### src/design/stir_pkg.sv
// Shared constants, request and response types, and control structs for the slot table.
package stir_pkg;

    localparam int NUM_GROUPS  = 4;
    localparam int GROUP_SLOTS = 16;
    localparam int KEY_BITS    = 48;

    localparam int GRP_W  = (NUM_GROUPS > 1) ? $clog2(NUM_GROUPS) : 1;
    localparam int SLOT_W = (GROUP_SLOTS > 1) ? $clog2(GROUP_SLOTS) : 1;

    localparam int KEY_IN_W    = 48;
    localparam int GROUP_IN_W  = 3;
    localparam int FOUND_GRP_W = 2;
    localparam int FOUND_SLT_W = 4;

    typedef enum logic
    {
        MODE_INSERT = 1'b0,
        MODE_REMOVE = 1'b1
    } mode_t;

    typedef struct packed
    {
        mode_t                 mode;
        logic [KEY_IN_W-1:0]   key;
        logic [GROUP_IN_W-1:0] group;
    } req_t;

    typedef struct packed
    {
        logic                   success;
        logic [FOUND_GRP_W-1:0] found_group;
        logic [FOUND_SLT_W-1:0] found_slot;
    } rsp_t;

    // Commands from the controller to the datapath.
    typedef struct packed
    {
        logic load;
        logic scan;
        logic commit;
    } cmd_t;

    // Status from the datapath to the controller.
    typedef struct packed
    {
        logic hit;
        logic miss;
    } sts_t;

endpackage

### src/design/stir_ifs.sv
// Request and response channel interfaces with valid/ready handshake.
interface stir_req_if;
    import stir_pkg::*;

    logic valid;
    logic ready;
    req_t payload;

    modport source (output valid, output payload, input ready);
    modport sink (input valid, input payload, output ready);
endinterface

interface stir_rsp_if;
    import stir_pkg::*;

    logic valid;
    logic ready;
    rsp_t payload;

    modport source (output valid, output payload, input ready);
    modport sink (input valid, input payload, output ready);
endinterface

### src/design/stir_ctrl.sv
// Controller state machine for the slot table: accept, scan, commit and respond.
module stir_ctrl
(
    input  logic          clk,
    input  logic          rst_n,
    input  logic          req_valid,
    output logic          req_ready,
    output logic          rsp_valid,
    input  logic          rsp_ready,
    input  stir_pkg::sts_t sts,
    output stir_pkg::cmd_t cmd
);
    import stir_pkg::*;

    typedef enum logic [2:0]
    {
        ST_IDLE = 3'b001,
        ST_SCAN = 3'b010,
        ST_DONE = 3'b100
    } state_t;

    state_t state_reg;
    state_t state_next;
    logic   out_vld_reg;
    logic   out_vld_next;
    logic   out_free;
    logic   scan_end;

    assign out_free  = !out_vld_reg || rsp_ready;
    assign scan_end  = sts.hit || sts.miss;
    assign req_ready = (state_reg == ST_IDLE);
    assign rsp_valid = out_vld_reg;

    always_comb
    begin
        state_next   = state_reg;
        out_vld_next = out_vld_reg && !rsp_ready;
        cmd          = '0;
        unique case (state_reg)
            ST_IDLE:
            begin
                if (req_valid)
                begin
                    cmd.load   = 1'b1;
                    state_next = ST_SCAN;
                end
            end
            ST_SCAN:
            begin
                if (scan_end)
                begin
                    state_next = ST_DONE;
                end
                else
                begin
                    cmd.scan = 1'b1;
                end
            end
            ST_DONE:
            begin
                if (out_free)
                begin
                    cmd.commit   = 1'b1;
                    out_vld_next = 1'b1;
                    state_next   = ST_IDLE;
                end
            end
            default:
            begin
                state_next = ST_IDLE;
            end
        endcase
    end

    always_ff @(posedge clk or negedge rst_n)
    begin
        if (!rst_n)
        begin
            state_reg   <= ST_IDLE;
            out_vld_reg <= 1'b0;
        end
        else
        begin
            state_reg   <= state_next;
            out_vld_reg <= out_vld_next;
        end
    end

`ifndef SYNTH
    // The end of a scan always hands over to the commit state.
    a_scan_to_done: assert property (@(posedge clk) disable iff (!rst_n)
        (state_reg == ST_SCAN && scan_end) |=> (state_reg == ST_DONE))
        else $error("scan ended without moving to commit");

    // A response only appears after a commit.
    a_rsp_from_done: assert property (@(posedge clk) disable iff (!rst_n)
        $rose(out_vld_reg) |-> $past(state_reg == ST_DONE))
        else $error("response raised outside commit");

    // A commit with room at the output returns to idle with a response pending.
    a_commit_out: assert property (@(posedge clk) disable iff (!rst_n)
        (state_reg == ST_DONE && out_free) |=> (state_reg == ST_IDLE && out_vld_reg))
        else $error("commit did not produce a response");

    // The datapath never reports a hit and a miss together.
    a_hit_miss: assert property (@(posedge clk) disable iff (!rst_n)
        !(sts.hit && sts.miss))
        else $error("hit and miss reported together");
`endif

endmodule

### src/design/stir_dp.sv
// Datapath for the slot table: valid bits, key memory, scan pipeline and response register.
module stir_dp
(
    input  logic           clk,
    input  logic           rst_n,
    input  stir_pkg::req_t req,
    input  stir_pkg::cmd_t cmd,
    output stir_pkg::sts_t sts,
    output stir_pkg::rsp_t rsp
);
    import stir_pkg::*;

    logic [NUM_GROUPS-1:0][GROUP_SLOTS-1:0] valid_reg;
    logic [KEY_BITS-1:0]                    key_mem [NUM_GROUPS][GROUP_SLOTS];

    logic [KEY_BITS-1:0] key_reg;
    mode_t               mode_reg;
    logic                bad_reg;

    // Issue stage: address of the entry being read.
    logic [GRP_W-1:0]  iss_grp_reg;
    logic [SLOT_W-1:0] iss_slot_reg;
    logic              iss_act_reg;
    logic              iss_last;

    // Compare stage: entry whose stored key is in key_rd_reg.
    logic [GRP_W-1:0]    cmp_grp_reg;
    logic [SLOT_W-1:0]   cmp_slot_reg;
    logic                cmp_vld_reg;
    logic                cmp_last_reg;
    logic [KEY_BITS-1:0] key_rd_reg;

    logic cmp_valid_bit;
    logic match;
    logic group_ok;
    rsp_t rsp_reg;

    assign group_ok = (req.group != '0) && (int'(req.group) <= NUM_GROUPS);

    // An insert scans only its own group; a remove runs through every group.
    assign iss_last = (iss_slot_reg == SLOT_W'(GROUP_SLOTS - 1))
                   && ((mode_reg == MODE_INSERT) || (iss_grp_reg == GRP_W'(NUM_GROUPS - 1)));

    assign cmp_valid_bit = valid_reg[cmp_grp_reg][cmp_slot_reg];
    assign match = (mode_reg == MODE_INSERT) ? !cmp_valid_bit
                                             : (cmp_valid_bit && (key_rd_reg == key_reg));

    assign sts.hit  = cmp_vld_reg && match;
    assign sts.miss = bad_reg || (cmp_vld_reg && !match && cmp_last_reg);
    assign rsp      = rsp_reg;

    always_ff @(posedge clk or negedge rst_n)
    begin
        if (!rst_n)
        begin
            valid_reg   <= '0;
            bad_reg     <= 1'b0;
            iss_act_reg <= 1'b0;
            cmp_vld_reg <= 1'b0;
        end
        else
        begin
            if (cmd.load)
            begin
                bad_reg     <= (req.mode == MODE_INSERT) && !group_ok;
                iss_act_reg <= (req.mode == MODE_REMOVE) || group_ok;
                cmp_vld_reg <= 1'b0;
            end
            else if (cmd.scan)
            begin
                iss_act_reg <= iss_act_reg && !iss_last;
                cmp_vld_reg <= iss_act_reg;
            end
            else if (cmd.commit)
            begin
                bad_reg     <= 1'b0;
                iss_act_reg <= 1'b0;
                cmp_vld_reg <= 1'b0;
                if (sts.hit)
                begin
                    valid_reg[cmp_grp_reg][cmp_slot_reg] <= (mode_reg == MODE_INSERT);
                end
            end
        end
    end

    always_ff @(posedge clk)
    begin
        if (cmd.load)
        begin
            key_reg      <= KEY_BITS'(req.key);
            mode_reg     <= req.mode;
            iss_slot_reg <= '0;
            iss_grp_reg  <= (req.mode == MODE_INSERT) ? GRP_W'(req.group - 3'd1) : '0;
        end
        else if (cmd.scan && iss_act_reg)
        begin
            key_rd_reg   <= key_mem[iss_grp_reg][iss_slot_reg];
            cmp_grp_reg  <= iss_grp_reg;
            cmp_slot_reg <= iss_slot_reg;
            cmp_last_reg <= iss_last;
            if (iss_slot_reg == SLOT_W'(GROUP_SLOTS - 1))
            begin
                iss_slot_reg <= '0;
                if (!iss_last)
                begin
                    iss_grp_reg <= iss_grp_reg + 1'b1;
                end
            end
            else
            begin
                iss_slot_reg <= iss_slot_reg + 1'b1;
            end
        end

        if (cmd.commit && sts.hit && (mode_reg == MODE_INSERT))
        begin
            key_mem[cmp_grp_reg][cmp_slot_reg] <= key_reg;
        end

        if (cmd.commit)
        begin
            rsp_reg.success     <= sts.hit;
            rsp_reg.found_group <= sts.hit ? FOUND_GRP_W'(cmp_grp_reg) : '0;
            rsp_reg.found_slot  <= sts.hit ? FOUND_SLT_W'(cmp_slot_reg) : '0;
        end
    end

endmodule

### src/design/slot_table_insert_remove_top.sv
// Top level of the slot table: first-free insert into a group and remove by key.
// Each item passes through an accept state, a scan that reads the key memory for each
// entry in the issue and compare stages, and a commit state that loads the response.
// Throughput: one request at a time; an insert scans at most GROUP_SLOTS entries, a
// remove up to all NUM_GROUPS*GROUP_SLOTS, set by the single read port of the key memory.
// Reset: asynchronous, active low; it empties every slot at once and clears the handshake.
module slot_table_insert_remove_top
(
    input  logic       clk,
    input  logic       rst_n,
    stir_req_if.sink   item,
    stir_rsp_if.source result
);
    import stir_pkg::*;

    cmd_t cmd;
    sts_t sts;
    logic item_ready;
    logic result_valid;
    rsp_t result_payload;

    // The controller sequences each request: it accepts only when idle, lets the datapath
    // scan until a hit or the end of the range, and then commits the table update together
    // with loading the response register. A new request can be accepted while the previous
    // response is still waiting at the output.
    stir_ctrl u_ctrl
    (
        .clk       (clk),
        .rst_n     (rst_n),
        .req_valid (item.valid),
        .req_ready (item_ready),
        .rsp_valid (result_valid),
        .rsp_ready (result.ready),
        .sts       (sts),
        .cmd       (cmd)
    );

    // The datapath holds the valid bits, the key memory, and the two-stage scan pipeline.
    stir_dp u_dp
    (
        .clk   (clk),
        .rst_n (rst_n),
        .req   (item.payload),
        .cmd   (cmd),
        .sts   (sts),
        .rsp   (result_payload)
    );

    assign item.ready     = item_ready;
    assign result.valid   = result_valid;
    assign result.payload = result_payload;

endmodule
### src/flat_wrapper.sv
// flat-port wrapper written by rule: the top's interface ports become plain ports
module slot_table_insert_remove_top_flat import stir_pkg::*;
  (clk, rst_n, item_valid, item_payload, item_ready, result_valid, result_payload, result_ready);
  stir_req_if item_i ();
  stir_rsp_if result_i ();
  input  logic clk;
  input  logic rst_n;
  input wire logic [$bits(item_i.valid)-1:0] item_valid;
  input wire logic [$bits(item_i.payload)-1:0] item_payload;
  output wire logic [$bits(item_i.ready)-1:0] item_ready;
  output wire logic [$bits(result_i.valid)-1:0] result_valid;
  output wire logic [$bits(result_i.payload)-1:0] result_payload;
  input wire logic [$bits(result_i.ready)-1:0] result_ready;
  assign item_i.valid = item_valid;
  assign item_i.payload = item_payload;
  assign item_ready = item_i.ready;
  assign result_valid = result_i.valid;
  assign result_payload = result_i.payload;
  assign result_i.ready = result_ready;
  slot_table_insert_remove_top u_core (.clk(clk), .rst_n(rst_n), .item(item_i), .result(result_i));
endmodule
### config.mk
export PLATFORM = sky130hd
export DESIGN_NAME = slot_table_insert_remove_top_flat
export DESIGN_NICKNAME = d
export VERILOG_FILES = /design/src/design/stir_pkg.sv /design/src/design/stir_ifs.sv /design/src/design/stir_ctrl.sv /design/src/design/stir_dp.sv /design/src/design/slot_table_insert_remove_top.sv /design/src/flat_wrapper.sv
export SDC_FILE = /design/constraint.sdc
export NUM_CORES = 2
export LEC_CHECK = 0
export BUFFER_PORTS_ARGS = -buffer_cell sky130_fd_sc_hd__buf_4
export CORE_MARGIN = 1.5
export CORE_UTILIZATION = 40
export CTS_CLUSTER_DIAMETER = 100
export DETAILED_ROUTE_END_ITERATION = 8
export GPL_ROUTABILITY_DRIVEN = 0
export PLACE_DENSITY = 0.65
export SYNTH_ARGS = -nofsm -noshare
export SYNTH_HDL_FRONTEND = slang
export SYNTH_SLANG_ARGS = --single-unit
### constraint.sdc
create_clock -name clk -period 8.1 [get_ports clk]
set_input_delay 0.405 -clock clk [delete_from_list [all_inputs] [get_ports clk]]
set_output_delay 0.405 -clock clk [all_outputs]
set_load 0.02 [all_outputs]
---- After elaboration in Yosys (flattened, before gate mapping) ----
Memory sizes are Yosys's and may differ from the RTL's. A register that Yosys moved wholly into a read port is not among the register bits.
Cells that the tools add are included.
W data, S select, Z words.
operators by class
  div/mod/pow operators ................... 0
  equality and inequality tests ........... 11
  multiplexer cells ....................... 43
  multiply operators ...................... 0
  add/sub/neg operators ................... 3
  shift-type cells ........................ 0
  magnitude comparators ................... 8
  reduce and logical (&&, ||, !) cells .... 36
  bitwise logic cells ..................... 6
operators by type and width
  operator              count
  $mux W768             1
  $bmux W48 S4          1
  $demux W48 S4         1
  $mux W48              3
  $bwmux W64            1
  $eq A48 B48 Y1        1
  $bmux W16 S2          1
  $demux W16 S2         1
  $mux W16              2
  $mux W1               19
  $logic_and A1 B1 Y1   15
  $mux W2               6
  $ge A5 B5 Y1 const B  2
  $not A4 Y5            2
  $mux W3               3
  $pmux W3 S3           1
  $logic_not A1 Y1      6
  $ne A2 B2 Y1 const B  3
  $reduce_and A3 Y1     2
  $reduce_bool A2 Y1    3
  $reduce_bool A3 Y1    2
  $logic_or A1 B1 Y1    5
  $lt A4 B5 Y1 const B  1
  $lt A5 B1 Y1 const B  1
  19 further kinds      24
word-level totals
  flip-flop bits (word level) ............. 188
  memories ................................ 1
  logic and storage cells ................. 128
  RAM bits ................................ 3,072
  latch bits .............................. 0
  bits of input ports ..................... 56
  output and inout bits ................... 9
  memory bits (read-only) ................. 0
memories
  memory               words  width  read ports  clocked after memory_dff  wr ports  RTL line       text
  u_core.u_dp.key_mem  4      768    1           1                         1         stir_dp.sv:14  logic [KEY_BITS-1:0] key_mem [NUM_GROUPS][GROUP_SLOTS];

---- Longest topological paths before layout ----
  depth in word-level cells ............... 17
  depth in mapped cells ................... 14
  depth with buffers taken out ............ 9

---- By module ----
A second synthesis with hierarchy kept.
second synthesis, totals
  cell total of the unflattened synthesis .. 4,988
  area total of the unflattened synthesis .. 124,584.5 um^2
by module, submodules not included
  module     instances  area an instance (um^2)  seq. area each (um^2)  cells each
  stir_dp    1          124,380.5                97,438.5               4,968
  stir_ctrl  1          203.9                    101.3                  20

---- Worst setup path before layout ----
OpenSTA, ideal clock, no wires.
  kind .................................... register -> register
  start ................................... reg u_core.u_dp.key_reg[45]
  end ..................................... mem u_core.u_dp.key_mem[2][240] (netlist name) (enable)
  data required time ...................... 7.646 ns
  clock period less this slack ............ 5.613 ns
  library setup time ...................... 0.454 ns
  cell stages (with the launch flop) ...... 11
  arrival ................................. 5.160 ns
  path buffers ............................ 2
  slack ................................... 2.487 ns
  cells stage by stage .................... edfxtp_1 xor2_1 nor4_1 nand4_1 or4_1 nor4_2 mux2i_4 or3_1 clkbuf_1 buf_2 nor2_1
between the ends
  cells in the longest elaborated chain, start to end .. 8
RTL lines
  element                           RTL line        text
  from (decl)                       stir_dp.sv:16   logic [KEY_BITS-1:0] key_reg;
  from (signal assigned)            stir_dp.sv:91   key_reg <= KEY_BITS'(req.key);
  $eq A48 B48 Y1                    stir_dp.sv:46   : (cmp_valid_bit && (key_rd_reg == key_reg));
  $logic_and A1 B1 Y1               stir_dp.sv:46
  $mux W1                           stir_dp.sv:45   assign match = (mode_reg == MODE_INSERT) ? !cmp_valid_bit
  $logic_and A1 B1 Y1               stir_dp.sv:48   assign sts.hit = cmp_vld_reg && match;
  $logic_and A1 B1 Y1 (2 in a row)  stir_dp.sv:116  if (cmd.commit && sts.hit && (mode_reg == MODE_INSERT))
  $mux W1                           stir_dp.sv:116
  $mux W768 (not written as such)   stir_dp.sv:118  key_mem[cmp_grp_reg][cmp_slot_reg] <= key_reg;
  to (decl)                         stir_dp.sv:14
No other way between the ends.

---- Final worst setup path ----
  start ................................... reg u_core.u_dp.key_reg[5]
  end ..................................... mem u_core.u_dp.key_mem[3][137] (netlist name) (enable)
Same word-level chain as after synthesis.

==> impl_table.tex <==
\begin{tabular}{lr}
\hline
Metric & Value \\
\hline
\multicolumn{2}{l}{\textbf{Critical path}} \\
Kind of launch point of the worst setup path & register \\
Setup CP Type & reg -> reg \\
Required time at the endpoint of the critical path & 8680 ps \\
Max stage delay cell, worst path & sky130\_fd\_sc\_hd\_\_edfxtp\_1 \\
Critical path capture point type & register \\
Arrival @ worst endpoint & 6750 ps \\
Maximum fanout along the worst path & 46 \\
CP cell instances & o22ai\_1, nor4\_1, nand4\_1, nor4\_2, mux2i\_4, buf\_4, inv\_2, buf\_4, nand3\_2, buf\_4, nor2\_4, buf\_4 \\
Longest individual stage delay on the worst path & 1080 ps \\
Most common cell type on the critical path & sky130\_fd\_sc\_hd\_\_buf\_4 \\
\multicolumn{2}{l}{\textbf{STA}} \\
Hold slack final & 125 ps \\
Final slew viol count & 0 \\
Total negative slack for setup checks & 0 ps \\
Final clock skew & 86.4 ps \\
Slew at the pin closest to its max-slew limit & 1340 ps \\
Max Freq & 162 MHz \\
Final Hold Vio Count & 0 \\
Minimum setup slack in the final design & 1920 ps \\
Clock period minus final worst setup slack & 6180 ps \\
Tightest slew margin relative to the limit & 0.108 \\
Final-report setup violation count & 0 \\
RSZ-0062 raised after global routing & no \\
Fin crit share & 0.762 \\
\multicolumn{2}{l}{\textbf{Yosys}} \\
Synthesized instance count & 5064 \\
Post-synthesis sequential area ratio & 0.783 \\
Most used DFF post-synth & sky130\_fd\_sc\_hd\_\_edfxtp\_1 \\
Post-synthesis async set-or-reset flop share & 0.0218 \\
Cell area after synthesis & 125000 sq um \\
Mapped Avg Cell Area & 24.6 sq um \\
Number of synthesized flops with an enable pin & 3185 \\
Unique masters post-synth & 56 \\
Post-Syn Nets & 5123 \\
Flops \& latches, synth & 3262 \\
Number of warnings reported in the yosys synthesis log & 0 \\
\multicolumn{2}{l}{\textbf{Die}} \\
Core Footprint & 309000 sq um \\
Die Outline Area & 315000 sq um \\
Die Span Y & 561 microns \\
Core Rows & 204 \\
I/O pin cnt & 65 \\
Horizontal extent of the die & 561 microns \\
Starting utilization of the core area & 0.403 \\
\multicolumn{2}{l}{\textbf{Global routing}} \\
Leftover overflow at the end of global routing & 0 \\
Via count of the first global-routing pass & 58000 \\
Largest net degree at the start of global routing & 159 \\
Wire length of the first global-routing pass & 445000 microns \\
Total routing usage reported by global routing & 0.199 \\
Antenna violations before repair & 32 \\
\multicolumn{2}{l}{\textbf{CTS}} \\
Hold-fix buffers, CTS & 54 \\
Number of CTS-inserted buffers & 333 \\
Worst-skew pair later-pin latency & 940 ps \\
Clock transition at path regs & 60 ps \\
Post-CTS setup buffer count & 0 \\
Clock Path Buffers & 4 \\
Root buf cell & sky130\_fd\_sc\_hd\_\_clkbuf\_16 \\
CTS sink count & 3262 \\
Number of gates resized after cts & 0 \\
Clock tree from TritonCTS & done \\
\# H-tree levels & 5 \\
\multicolumn{2}{l}{\textbf{Cells and area}} \\
Post-layout utilization of the core & 0.462 \\
Most common cell after layout, fill and taps aside & sky130\_fd\_sc\_hd\_\_edfxtp\_1 \\
Post-route cell area & 143000 sq um \\
Share of final-layout standard cells stronger than drive strength 1 & 0.319 \\
Number of flip-flops in the largest register & 3072 \\
Top library cells by usage in the layout, fill and taps aside & 3185 x sky130\_fd\_sc\_hd\_\_edfxtp\_1, 1019 x sky130\_fd\_sc\_hd\_\_mux4\_2, 336 x sky130\_fd\_sc\_hd\_\_clkbuf\_16, 224 x sky130\_fd\_sc\_hd\_\_buf\_4, 84 x sky130\_fd\_sc\_hd\_\_clkinv\_1 \\
Final non-filler cell total & 9824 \\
Number of nets at the end of the flow & 5492 \\
Area added between synthesis and finish & 14.6\% \\
\multicolumn{2}{l}{\textbf{Power and ir drop}} \\
Relative contribution of combinational cells to total power & 0.245 \\
Internal power & 33.1 mW \\
Leak & 43.9 nW \\
Net Sw Frac & 0.283 \\
Largest vdd supply drop & 0.315 mV \\
Power density over the cells & 323 nW/um\^{}2 \\
Post-layout power & 46.1 mW \\
Sw power & 13.0 mW \\
Portion of total power attributed to sequential cells & 0.430 \\
Share of total power in the clock network & 0.325 \\
\multicolumn{2}{l}{\textbf{Route}} \\
Antenna violation net count after detailed routing & 0 \\
DRC & 0 \\
Total via count in the routed design & 57800 \\
Wire length per cell after detailed routing & 32.1 microns \\
Vias per Instance & 5.88 \\
Iteration-0 DRC count of the detailed router & 7810 \\
Total wire length after detailed routing & 315000 microns \\
First-pass detailed-route iteration total & 5 \\
\multicolumn{2}{l}{\textbf{Placement}} \\
Placed insts & 9164 \\
Detailed Place HPWL & 186000 microns \\
Worst slack at placement & 2110 ps \\
Port-buffer cells & 64 \\
Post-detailed-placement cell area & 132000 sq um \\
\multicolumn{2}{l}{\textbf{Run status}} \\
Status & completed \\
\multicolumn{2}{l}{\textbf{Flow run}} \\
Max-cap violation count & 0 \\
\multicolumn{2}{l}{\textbf{Worst hold path}} \\
Worst Hold Class & in -> reg \\
\hline
\end{tabular}
==> layer usage <==
layer  GRT usage  share of wire  vias up
li1            -              -    22700
met1       0.274           0.39    31600
met2       0.319           0.48     2933
met3      0.0407          0.089      489
met4      0.0627          0.033       18
met5           0        0.00036        -
==> power by group through the flow <==
stage | clock network [mW] | registers, mW | logic (mW)
after floorplan | 0 | 20.3 | 7.08
after global placement | 0 | 20.2 | 11.4
after detailed placement | 0 | 20.2 | 11.4
after CTS | 15.2 | 19.8 | 11.5
after global routing | 15.8 | 19.8 | 11.8
final | 15.0 | 19.8 | 11.3
==> Yosys cell counts (all sizes together) (6+ instances only) <==
master / number / area [sq um]
edfxtp: 3185 / 95600
mux4: 1019 / 22900
clkbuf: 200 / 751
nor2: 92 / 345
buf: 78 / 322
dfrtp: 70 / 1750
inv: 58 / 218
nand2: 57 / 214
nand4: 37 / 231
mux2i: 35 / 363
o31ai: 35 / 263
o41ai: 32 / 280
xor2: 27 / 236
nand3: 17 / 85.1
nor2b: 11 / 68.8
a21oi: 10 / 50.1
nor4: 10 / 68.8
nand2b: 7 / 43.8
nor3: 7 / 35.0
xnor2: 7 / 61.3
dfxtp: 6 / 120
o211ai: 6 / 45.0
o22ai: 6 / 37.5
==> worst max-delay path: cells and delay by family, from the launching register on <==
family | cells | cell delay (ps)
AOI/OAI and AO/OA | 1 | 230
buffers and inverters | 5 | 1670
muxes | 1 | 120
and+or+nand+nor | 5 | 2650
DFF | 1 | 1080
==> area by class of cell <==
cell class                      count  area [sq um]
Fill cell                       25000        167000
Inverter                           58           223
Antenna cell                        2          5.00
Sequential cell                  3262         97600
Clock inverter                    207          2020
Timing Repair Buffer              312          2900
Tap cell                         4120          5150
Multi-Input combinational cell   1466         26300
Clock buffer                      397          8660
==> path summary, 6_finish.rpt <==
check / start / end / slack (ps) / depth (start not counted)
max: u_core.u_dp.key_reg[5] / u_core.u_dp.key_mem[3][137] / 1920 / 12
min: item_payload[1] / u_core.u_dp.iss_grp_reg[1] / 130 / 4
max reg2reg: u_core.u_dp.key_reg[5] / u_core.u_dp.key_mem[3][137] / 1920 / 12
min reg2reg: u_core.u_dp.valid_reg[38] / u_core.u_dp.valid_reg[38] / 500 / 2
max in group asynchronous: rst_n / u_core.u_dp.valid_reg[49] / 7290 / 2
min in group asynchronous: rst_n / u_core.u_dp.valid_reg[4] / 220 / 2
==> logic make-up after synthesis <==
kind of cell | after synthesis | synth area share
adder cells (fa/ha/maj) | 3 | 0.000301
AND/OR/NAND/NOR | 255 | 0.00967
AO/OA/AOI/OAI | 119 | 0.00734
XOR/XNOR | 34 | 0.00239
buffers and inverters | 336 | 0.0104
flip-flops | 3262 | 0.783
multiplexers | 1055 | 0.187
Note: power is estimated with default switching activity, not from simulation.
